**src/rtl/mlcs_pkg.sv**
```systemverilog
// shared types, constants and codes for the min-max contrast stretch block
package mlcs_pkg;

    localparam int PIX_W   = 16;
    localparam int LEVEL_W = 8;
    localparam int NUM_W   = PIX_W + LEVEL_W;
    localparam int STEP_W  = $clog2(LEVEL_W);

    localparam logic [PIX_W-1:0]   PIX_MAX   = '1;
    localparam logic [LEVEL_W-1:0] LEVEL_MAX = '1;
    localparam logic [STEP_W-1:0]  STEP_LAST = STEP_W'(LEVEL_W - 1);

    // input request payload
    typedef struct packed {
        logic             kind;
        logic             first;
        logic [PIX_W-1:0] pixel;
        logic             last;
    } in_t;

    // result payload
    typedef struct packed {
        logic [LEVEL_W-1:0] level;
        logic               frame_end;
    } out_t;

    // pixel kinds
    localparam logic KIND_MEASURE = 1'b0;
    localparam logic KIND_MAP     = 1'b1;

    // how the level of a map pixel is formed
    typedef enum logic [1:0] {
        MODE_DIV,
        MODE_ZERO,
        MODE_FULL
    } mode_t;

    // controller states
    typedef enum logic [1:0] {
        ST_IDLE,
        ST_DIV,
        ST_DONE
    } state_t;

    // controller to datapath commands
    typedef struct packed {
        logic load_bounds;
        logic load_div;
        logic step_div;
        logic load_out;
    } cmd_t;

    // datapath to controller status
    typedef struct packed {
        logic div_last;
    } status_t;

endpackage

```
**src/rtl/mlcs_datapath.sv**
```systemverilog
// datapath: running bounds, scaled numerator and restoring divider, result register
module mlcs_datapath (
    input  logic               aclk,
    input  logic               aresetn,
    input  mlcs_pkg::in_t      req,
    input  mlcs_pkg::cmd_t     cmd,
    output mlcs_pkg::status_t  status,
    output mlcs_pkg::out_t     result
);

    logic [mlcs_pkg::PIX_W-1:0]   low_reg,  low_next;
    logic [mlcs_pkg::PIX_W-1:0]   high_reg, high_next;
    logic [mlcs_pkg::NUM_W-1:0]   rem_reg,  rem_next;
    logic [mlcs_pkg::NUM_W-1:0]   div_reg,  div_next;
    logic [mlcs_pkg::LEVEL_W-1:0] quo_reg,  quo_next;
    logic [mlcs_pkg::STEP_W-1:0]  step_reg, step_next;
    mlcs_pkg::mode_t              mode_reg, mode_next;
    logic                         last_reg, last_next;
    mlcs_pkg::out_t               out_reg,  out_next;

    logic [mlcs_pkg::PIX_W-1:0]   offset;
    logic [mlcs_pkg::PIX_W-1:0]   span;
    logic [mlcs_pkg::NUM_W-1:0]   num;
    logic [mlcs_pkg::NUM_W-1:0]   rem_diff;
    logic                         rem_ge;
    logic [mlcs_pkg::LEVEL_W-1:0] level_sel;

    // scaled offset: 255 * (pixel - low) as (x << 8) - x
    assign offset   = req.pixel - low_reg;
    assign span     = high_reg - low_reg;
    assign num      = {offset, mlcs_pkg::LEVEL_W'(0)} - mlcs_pkg::NUM_W'(offset);

    // one restoring divide step
    assign rem_diff = rem_reg - div_reg;
    assign rem_ge   = (rem_reg >= div_reg);

    assign status.div_last = (step_reg == '0);

    // level selection for the finished item
    always_comb begin
        case (mode_reg)
            mlcs_pkg::MODE_DIV:  level_sel = quo_reg;
            mlcs_pkg::MODE_FULL: level_sel = mlcs_pkg::LEVEL_MAX;
            default:             level_sel = '0;
        endcase
    end

    // next-state logic
    always_comb begin
        low_next  = low_reg;
        high_next = high_reg;
        rem_next  = rem_reg;
        div_next  = div_reg;
        quo_next  = quo_reg;
        step_next = step_reg;
        mode_next = mode_reg;
        last_next = last_reg;
        out_next  = out_reg;

        // measure pass: track running minimum and maximum
        if (cmd.load_bounds) begin
            if (req.first) begin
                low_next  = req.pixel;
                high_next = req.pixel;
            end else begin
                if (req.pixel <= low_reg) begin
                    low_next = req.pixel;
                end
                if (req.pixel >= high_reg) begin
                    high_next = req.pixel;
                end
            end
        end

        // map pass: set up the divide and the saturation case
        if (cmd.load_div) begin
            rem_next  = num;
            div_next  = {1'b0, span, (mlcs_pkg::LEVEL_W-1)'(0)};
            quo_next  = '0;
            step_next = mlcs_pkg::STEP_LAST;
            last_next = req.last;
            if (high_reg <= low_reg) begin
                mode_next = mlcs_pkg::MODE_ZERO;
            end else if (req.pixel < low_reg) begin
                mode_next = mlcs_pkg::MODE_ZERO;
            end else if (req.pixel > high_reg) begin
                mode_next = mlcs_pkg::MODE_FULL;
            end else begin
                mode_next = mlcs_pkg::MODE_DIV;
            end
        end

        // one quotient bit per cycle, most significant first
        if (cmd.step_div) begin
            if (rem_ge) begin
                rem_next = rem_diff;
            end
            quo_next  = {quo_reg[mlcs_pkg::LEVEL_W-2:0], rem_ge};
            div_next  = div_reg >> 1;
            step_next = step_reg - 1'b1;
        end

        // finished result into the output register
        if (cmd.load_out) begin
            out_next.level     = level_sel;
            out_next.frame_end = last_reg;
        end
    end

    // bounds carry a reset value, the rest is payload
    always_ff @(posedge aclk) begin
        if (!aresetn) begin
            low_reg  <= mlcs_pkg::PIX_MAX;
            high_reg <= '0;
        end else begin
            low_reg  <= low_next;
            high_reg <= high_next;
        end
    end

    always_ff @(posedge aclk) begin
        rem_reg  <= rem_next;
        div_reg  <= div_next;
        quo_reg  <= quo_next;
        step_reg <= step_next;
        mode_reg <= mode_next;
        last_reg <= last_next;
        out_reg  <= out_next;
    end

    assign result = out_reg;

endmodule

```
**src/rtl/mlcs_ctrl.sv**
```systemverilog
// controller: request acceptance, divide sequencing and result handshake
module mlcs_ctrl (
    input  logic               aclk,
    input  logic               aresetn,
    input  logic               s_valid,
    input  logic               req_kind,
    output logic               s_ready,
    output logic               m_valid,
    input  logic               m_ready,
    input  mlcs_pkg::status_t  status,
    output mlcs_pkg::cmd_t     cmd
);

    mlcs_pkg::state_t state_reg, state_next;
    logic             out_valid_reg, out_valid_next;

    // state register and output valid flag
    always_ff @(posedge aclk) begin
        if (!aresetn) begin
            state_reg     <= mlcs_pkg::ST_IDLE;
            out_valid_reg <= 1'b0;
        end else begin
            state_reg     <= state_next;
            out_valid_reg <= out_valid_next;
        end
    end

    // next state and commands
    always_comb begin
        state_next = state_reg;
        cmd        = '0;
        s_ready    = 1'b0;

        case (state_reg)
            mlcs_pkg::ST_IDLE: begin
                s_ready = 1'b1;
                if (s_valid) begin
                    if (req_kind == mlcs_pkg::KIND_MAP) begin
                        cmd.load_div = 1'b1;
                        state_next   = mlcs_pkg::ST_DIV;
                    end else begin
                        cmd.load_bounds = 1'b1;
                    end
                end
            end
            mlcs_pkg::ST_DIV: begin
                cmd.step_div = 1'b1;
                if (status.div_last) begin
                    state_next = mlcs_pkg::ST_DONE;
                end
            end
            mlcs_pkg::ST_DONE: begin
                // wait until the output register is free
                if (!out_valid_reg || m_ready) begin
                    cmd.load_out = 1'b1;
                    state_next   = mlcs_pkg::ST_IDLE;
                end
            end
            default: begin
                state_next = mlcs_pkg::ST_IDLE;
            end
        endcase
    end

    // output valid: set on load, cleared when taken
    always_comb begin
        if (cmd.load_out) begin
            out_valid_next = 1'b1;
        end else if (m_ready) begin
            out_valid_next = 1'b0;
        end else begin
            out_valid_next = out_valid_reg;
        end
    end

    assign m_valid = out_valid_reg;

endmodule

```
**src/rtl/minmax_linear_contrast_stretch.sv**
```systemverilog
// min-max linear contrast stretch, 16-bit pixels to 8-bit levels
// measure request: updates running bounds, no result, block stays ready
// map request: 8 divide steps, then the result goes into the output register
//   (later while the previous result waits on m_ready); no new request is
//   taken until the result is loaded
// the divide is an 8-step restoring divider, one quotient bit per cycle
// reset (aresetn low, synchronous): idle, no result pending, bounds 65535 / 0
module minmax_linear_contrast_stretch (
    input  logic            aclk,
    input  logic            aresetn,
    input  logic            s_valid,
    output logic            s_ready,
    input  mlcs_pkg::in_t   s_data,
    output logic            m_valid,
    input  logic            m_ready,
    output mlcs_pkg::out_t  m_data
);

    mlcs_pkg::cmd_t    cmd;
    mlcs_pkg::status_t status;

    // sequencing
    mlcs_ctrl u_ctrl (
        .aclk     (aclk),
        .aresetn  (aresetn),
        .s_valid  (s_valid),
        .req_kind (s_data.kind),
        .s_ready  (s_ready),
        .m_valid  (m_valid),
        .m_ready  (m_ready),
        .status   (status),
        .cmd      (cmd)
    );

    // arithmetic and storage
    mlcs_datapath u_datapath (
        .aclk    (aclk),
        .aresetn (aresetn),
        .req     (s_data),
        .cmd     (cmd),
        .status  (status),
        .result  (m_data)
    );

endmodule

```
**config.mk**
```make
export PLATFORM = sky130hd
export DESIGN_NAME = minmax_linear_contrast_stretch
export DESIGN_NICKNAME = d
export VERILOG_FILES = /design/src/rtl/mlcs_pkg.sv /design/src/rtl/mlcs_datapath.sv /design/src/rtl/mlcs_ctrl.sv /design/src/rtl/minmax_linear_contrast_stretch.sv
export SDC_FILE = /design/constraint.sdc
export NUM_CORES = 1
export LEC_CHECK = 0
export ABC_AREA = 1
export BUFFER_PORTS_ARGS = -buffer_cell sky130_fd_sc_hd__buf_2
export CAP_MARGIN = 20
export CORE_ASPECT_RATIO = 1.25
export CORE_UTILIZATION = 50
export DETAILED_ROUTE_END_ITERATION = 8
export PLACE_DENSITY = 0.66
export SLEW_MARGIN = 25
export SYNTH_ARGS = -nofsm -noshare
export SYNTH_HDL_FRONTEND = slang
export SYNTH_SLANG_ARGS = --single-unit
```
**constraint.sdc**
```tcl
create_clock -name aclk -period 3.75 [get_ports aclk]
set_input_delay 0.375 -clock aclk [delete_from_list [all_inputs] [get_ports aclk]]
set_output_delay 0.375 -clock aclk [all_outputs]
set_load 0.02 [all_outputs]
```
After elaboration in Yosys (flattened, before gate mapping). Cells that the tools add are included.

Bits in registers: 105. Bits of input ports: 23. Output and inout port bits: 11. Word-level logic and storage cells: 74.

Add/sub/neg operators: 5. Magnitude comparators: 6. Equal/unequal tests: 7. Muxes and demuxes: 30. Reduce and logical (&&, ||, !) cells: 13.

Operator list (number): two-way mux 24 bit (3); two-way mux 16 bit (4); <= comparator 16 bit (2); subtractor 16 bit (2); >= comparator 24 x 23 -> 1 bit (1); subtractor 24 x 16 -> 24 bit (1); subtractor 24 x 23 -> 24 bit (1); two-way mux 23 bit (1); two-way mux 22 bit (1); >= comparator 16 bit (1); greater-than comparator 16 bit (1); less-than comparator 16 bit (1); two-way mux 8 bit (2); case mux 8 bit (2 select lines) (1); two-way mux 2 bit (7); two-way mux 1 bit (8); nonzero test 2 bit (4); two-way mux 3 bit (2); != test 2 bit, second input constant (3); case mux 2 bit (3 select lines) (1); equality test 2 bit, second input constant (2); logical NOT 2 bit (2); AND reduction 2 bit (2); AND reduction 4 bit (1); other kinds (7) (7).

Logic depth before layout (Yosys ltp).
Depth after elaboration: 6. Mapped depth: 25. Mapped depth without buffers: 25.

By module. Synthesis repeated with hierarchy kept, for this count alone.

Cells, all modules: 1187. Area total of the unflattened synthesis: 8348.0 um^2.

Modules (own cells, without submodules): mlcs_datapath (instances 1, cells an instance 1155, area each 8162.8 um^2, seq. area each 2502.4 um^2); mlcs_ctrl (instances 1, cells an instance 32, area each 185.2 um^2, seq. area each 60.1 um^2).

Least setup slack after synthesis. Ideal clock, no wire load.

Path kind: input port to flip-flop. Start: input port s_data[1] (netlist name). End: register u_datapath.rem_reg[22] (netlist name). Library setup time: 0.118 ns. Arrival: 3.032 ns. Data required time: 3.632 ns. Slack: 0.600 ns. Cell stages on the path: 24. Buffers on the path: 0. Path through: inv_1 > ha_1 > inv_1 > fa_1 > nand2_1 > nand3_1 > nand2_1 > inv_1 > nand3_1 > nand3_1 > nand3_1 > nand2_1 > xor2_1 > inv_1 > ha_1 > nand2_1 > nor2_2 > inv_2 > nor2_1 > nand3_1 > nand3_1 > nand2_1 > nand3_1 > a21oi_1.

Cells in the longest elaborated chain, start to end: 5.

Ends and longest elaborated chain: start, declared (RTL line minmax_linear_contrast_stretch.sv:13) `input mlcs_pkg::in_t s_data,`; subtractor 16 bit (*) (RTL line mlcs_datapath.sv:29) `assign offset = req.pixel - low_reg;`; subtractor 24 x 16 -> 24 bit (*) (RTL line mlcs_datapath.sv:31) `assign num = {offset, mlcs_pkg::LEVEL_W'(0)} - mlcs_pkg::NUM_W'(offset);`; two-way mux 24 bit (*) (RTL line mlcs_datapath.sv:76) `if (cmd.load_div) begin`; two-way mux 24 bit (RTL line mlcs_datapath.sv:95) `if (rem_ge) begin`; two-way mux 24 bit (*) (RTL line mlcs_datapath.sv:94) `if (cmd.step_div) begin`; net u_datapath.rem_next (one bit) (RTL line mlcs_datapath.sv:13) `logic [mlcs_pkg::NUM_W-1:0] rem_reg, rem_next;`; end signal, assigned (RTL line mlcs_datapath.sv:122) `rem_reg <= rem_next;`; end, declared (RTL line mlcs_datapath.sv:13).

The timed path passes the listed nets; every way through them passes the cells marked *. A chain may end at the register's enable or synchronous reset.

Final worst setup path.
Start: register u_datapath.low_reg[0] (netlist name). End: register u_datapath.rem_reg[22] (netlist name).

Cells in the longest elaborated chain, start to end: 5.

Ends and longest elaborated chain: start, declared (RTL line mlcs_datapath.sv:11) `logic [mlcs_pkg::PIX_W-1:0] low_reg, low_next;`; start signal, assigned (RTL line mlcs_datapath.sv:113) `low_reg <= mlcs_pkg::PIX_MAX;`; start signal, assigned (RTL line mlcs_datapath.sv:116) `low_reg <= low_next;`; subtractor 16 bit (*) (RTL line mlcs_datapath.sv:29); subtractor 24 x 16 -> 24 bit (*) (RTL line mlcs_datapath.sv:31); two-way mux 24 bit (*) (RTL line mlcs_datapath.sv:76); two-way mux 24 bit (RTL line mlcs_datapath.sv:95); two-way mux 24 bit (*) (RTL line mlcs_datapath.sv:94); net u_datapath.rem_next (one bit) (RTL line mlcs_datapath.sv:13).

Marked as above.

==> results by stage <==
Global route:
- Entering global routing, the biggest net connects 36 pins.
- The number of global-route vias before repair is approximately 7.4k.
- The first-pass GRT wire length is approximately 36 mm.
- Global routing finished with a remaining overflow of 0.
- The initial antenna violation count came to 1.
- For this run, the total global-route usage over all layers was measured as 0.279.

STA:
- In the post-route analysis, the smallest setup slack over all paths is around 0.27 ns.
- Counting I/O delays and the setup requirement, the final critical path takes approximately 3.5 ns.
- The final setup TNS is 0 ns.
- The relative slew slack is 0.409.
- Setup violations remaining at the end of the flow were counted as 0.
- Setup repair after global routing left no endpoint under its margin.
- The final count of hold timing violations is 0.
- Timing would allow up to around 290 MHz.
- In the finished design, the share of the clock period the worst path needs comes to 0.929.
- Across the routed clock network, the largest skew measured is between 0.01 and 0.015 ns.
- The final count of pins violating max slew is 0.
- The tightest hold margin is between 0.15 and 0.2 ns.
- The transition at the pin with the smallest max-transition slack is between 0.8 and 0.9 ns.

Critical path:
- In this run the critical register-to-register path is captured at u_datapath.rem_reg[22].
- The classification of the worst setup path is reg2reg.
- The worst reg-to-reg path cell count is 23.
- Data arrives at the worst endpoint at around 3.7 ns.
- The data required time at the worst endpoint is about 4 ns.
- The kind of capture point of the worst setup path is a flop.
- The most critical setup path has its endpoint at u_datapath.rem_reg[22].
- The kind of launch point of the worst setup path is a flop.
- The startpoint of the worst register-to-register path is u_datapath.low_reg[0].
- The critical path startpoint is u_datapath.low_reg[0].
- The flop-to-flop setup slack is 0.27 ns.
- In this run the worst path has a maximum fanout of 6.

Logic synthesis:
- Of the synthesized area, sequential elements account for 0.309.
- The synthesized netlist contains 46 unique library cells.
- Yosys printed 0 warnings.
- sky130_fd_sc_hd__nand2_1 is the most common cell in the netlist.
- The post-synthesis sequential element count is 105.
- The mapped netlist covers ~0.0083 mm².
- Of the post-synthesis cell area, the dominant cell type holds 0.167.
- The cell count after synthesis is between 1k and 1.5k.
- The fraction of synthesis flops using an asynchronous set or reset pin is 0.
- Synthesis produced a netlist with a net count of ~1.3k.
- Yosys attributes the largest share of cell area to sky130_fd_sc_hd__edfxtp_1 (17%), sky130_fd_sc_hd__dfxtp_1 (14%), sky130_fd_sc_hd__ha_1 (12%).
- Each instance of the synthesized netlist takes up on average between 7 and 8 µm².
- Among all flip-flop cells after synthesis, the most frequent one is sky130_fd_sc_hd__dfxtp_1.
- The synthesized design contains 46 enable-type register cells.
- Summed over all instances, the cell type with the most area after synthesis is sky130_fd_sc_hd__edfxtp_1.
- After synthesis, the most frequently instantiated cells are sky130_fd_sc_hd__nand2_1 (249), sky130_fd_sc_hd__inv_1 (161), sky130_fd_sc_hd__a21oi_1 (109), sky130_fd_sc_hd__nor2_1 (102), sky130_fd_sc_hd__ha_1 (80).

Detailed routing:
- The first detailed-routing pass took 5 iterations.
- In the routed design, unresolved DRC markers number 0.
- The number of antenna-violating nets in the routed design is 0.
- The routed layout has between 7k and 8k vias.
- The violation count after the first detailed-routing iteration is ~500.
- Wires add up to roughly 22 mm.
- The average detailed-routed wire length per instance is approximately 16 µm.
- Dividing the detail-routed via count by the number of cells gives around 5.4.

Cells and area:
- The share of layout cells above drive strength 1 is 0.102.
- The number of flip-flops in the largest register is 24.
- The finished layout holds around 1.4k standard cells, fillers aside.
- The relative area change from synthesis to final layout is 9.39%.
- The register area is 0.00256 mm².
- The number of filler cells placed in the layout is between 1.5k and 2k.
- The count of nets after finishing is around 1.3k.
- Summing all multi-input logic gate instances after layout gives about 0.005 mm².

Floorplanning:
- The standard-cell row count is 52.
- The area inside the core boundary is 0.0162 mm².
- The die footprint is about 0.017 mm².
- The width of the chip is 117 µm.
- The initial core utilization is 0.512.
- The die height is ~150 µm.
- For this design the top-level I/O count stands at 34.

Power and ir drop:
- The peak supply drop is ~0.00025 V.
- The cell area power density is about 560 mW/mm².
- For this design the static power due to leakage is approximately 4.3 nW.
- The overall power after layout is between 0.005 and 0.006 W.

CTS:
- After clock tree synthesis, the setup repair step added 0 buffers.
- Hold repair after CTS inserted 0 buffers.
- The count of H-tree levels built during CTS is 3.
- The number of sinks handled by clock tree synthesis is around 110.
- TritonCTS built the clock tree.
- The number of clock buffers inserted by TritonCTS is 9.
- The clock passes through at most 2 buffers.
- The clock input transition at the sequential cells of the worst setup and hold paths is approximately 0.080 ns.
- The clock reaches the later pin of the worst-skew pair after 0.37 ns.
- Once the clock tree was built, the resizer swapped 0 gates to a different size.
- The root buffer selected by CTS is sky130_fd_sc_hd__clkbuf_16.

Placement:
- The worst slack at placement is 0.112 ns.
- In this run the tool buffered the top-level ports with 33 buffer cells.
- Once placement completed, the tool counted placed cells totaling between 1k and 1.5k.
- The weighted congestion reported at the end of routability-driven placement is between 0.9 and 1.
- The half-perimeter wire length after detailed placement is between 15 and 20 mm.

Min path:
- The classification of the worst-slack hold path is in2reg.

Run:
- Max-cap violations in this run came to 0.

Outcome:
- The run finished with clean final reports.
-- through the flow --
step           area (µm²)   util
2_1_floorplan        8290      -
3_3_place_gp         8750  0.540
3_5_place_dp         8750  0.540
4_1_cts              9040  0.558
5_1_grt              9070  0.560
6_report             9070  0.560
-- power breakdown --
group | switching, W | leakage [nW] | total, W | internal, W
Combinational | 0.00161 | 3.22 | 0.00256 | 0.000952
Clock | 0.000482 | 0.139 | 0.000951 | 0.000470
Sequential | 0.000125 | 0.926 | 0.00154 | 0.00142
-- cell type report --
cell class / instances / area share
repair buffers: 49 / 0.0315
diodes: 1 / 0.000276
multi-input cells: 868 / 0.555
clock inverters: 6 / 0.00648
well taps: 216 / 0.0298
inverters: 167 / 0.0691
clock buffers: 10 / 0.0252
flip-flops and latches: 105 / 0.283
-- placed cells by master, fill, tap and decap left out, types with 3 or more instances in the layout --
| master | count |
|---|---|
| sky130_fd_sc_hd__nand2_1 | 249 |
| sky130_fd_sc_hd__inv_1 | 161 |
| sky130_fd_sc_hd__a21oi_1 | 108 |
| sky130_fd_sc_hd__nor2_1 | 101 |
| sky130_fd_sc_hd__ha_1 | 75 |
| sky130_fd_sc_hd__nand3_1 | 72 |
| sky130_fd_sc_hd__o21ai_0 | 69 |
| sky130_fd_sc_hd__dfxtp_1 | 59 |
| sky130_fd_sc_hd__edfxtp_1 | 46 |
| sky130_fd_sc_hd__buf_2 | 33 |
| sky130_fd_sc_hd__o211ai_1 | 25 |
| sky130_fd_sc_hd__nand4_1 | 22 |
| sky130_fd_sc_hd__nand2_2 | 21 |
| sky130_fd_sc_hd__xor2_1 | 18 |
| sky130_fd_sc_hd__xnor2_1 | 16 |
| sky130_fd_sc_hd__buf_4 | 16 |
| sky130_fd_sc_hd__a31oi_1 | 9 |
| sky130_fd_sc_hd__clkbuf_16 | 9 |
| sky130_fd_sc_hd__nor2_2 | 7 |
| sky130_fd_sc_hd__nor3_1 | 6 |
| sky130_fd_sc_hd__inv_2 | 6 |
| sky130_fd_sc_hd__o21ai_1 | 6 |
| sky130_fd_sc_hd__o21a_1 | 5 |
| sky130_fd_sc_hd__o21bai_1 | 5 |
| sky130_fd_sc_hd__nand3_2 | 5 |
| sky130_fd_sc_hd__nor2_4 | 4 |
| sky130_fd_sc_hd__a21boi_0 | 4 |
| sky130_fd_sc_hd__ha_2 | 4 |
| sky130_fd_sc_hd__or2_2 | 3 |
| sky130_fd_sc_hd__nand2_4 | 3 |
| sky130_fd_sc_hd__nor4_1 | 3 |
| sky130_fd_sc_hd__fa_1 | 3 |
| sky130_fd_sc_hd__inv_8 | 3 |
-- worst max-delay path, stage by stage (launching register included) --
cell and delay [ns]:
sky130_fd_sc_hd__dfxtp_1 0.40, sky130_fd_sc_hd__ha_1 0.17, sky130_fd_sc_hd__inv_1 0.05, sky130_fd_sc_hd__fa_1 0.40, sky130_fd_sc_hd__nand2_1 0.12, sky130_fd_sc_hd__nand3_1 0.11
sky130_fd_sc_hd__nand2_1 0.10, sky130_fd_sc_hd__inv_1 0.06, sky130_fd_sc_hd__nand3_1 0.09, sky130_fd_sc_hd__nand3_1 0.12, sky130_fd_sc_hd__nand3_1 0.09, sky130_fd_sc_hd__nand2_1 0.06
sky130_fd_sc_hd__xor2_1 0.18, sky130_fd_sc_hd__inv_1 0.10, sky130_fd_sc_hd__ha_2 0.39, sky130_fd_sc_hd__nand2_1 0.11, sky130_fd_sc_hd__nor2_2 0.15, sky130_fd_sc_hd__inv_2 0.06
sky130_fd_sc_hd__nor2_1 0.13, sky130_fd_sc_hd__nand3_1 0.13, sky130_fd_sc_hd__nand3_1 0.12, sky130_fd_sc_hd__nand2_1 0.08, sky130_fd_sc_hd__nand3_1 0.07, sky130_fd_sc_hd__a21oi_1 0.06
-- how the worst min path moves through the flow --
stage               cells after the start  slack (ns)                 from                   end
finish                                  1        0.18            s_data[0]   u_datapath.last_reg
global route                            1        0.17            s_data[0]   u_datapath.last_reg
CTS                                     1        0.17            s_data[0]   u_datapath.last_reg
detailed placement                      0        0.41  u_datapath.last_reg  u_datapath.result[0]
global placement                        0        0.40  u_datapath.last_reg  u_datapath.result[0]
floorplan                               0        0.40  u_datapath.last_reg  u_datapath.result[0]
-- kinds of logic (layout without fill, tap and decap cells) --
| family | Yosys count | count (layout) | synth area share |
|---|---|---|---|
| simple gates | 502 | 502 | 0.269 |
| other cells | 0 | 1 | 0 |
| fa+ha+maj | 83 | 83 | 0.128 |
| buf+inv | 192 | 232 | 0.0872 |
| xor+xnor | 35 | 35 | 0.0379 |
| compound gates | 247 | 247 | 0.168 |
| flops | 105 | 105 | 0.309 |
| mux | 1 | 1 | 0.00121 |
-- metal layers --
| layer | wire, µm | global-route usage |
|---|---|---|
| met2 | 10600 | 0.460 |
| met1 | 9830 | 0.341 |
| met3 | 670 | 0.0396 |
| met5 | 0 | 0 |
| met4 | 1330 | 0.165 |
Note: power is estimated with default switching activity, not from simulation.
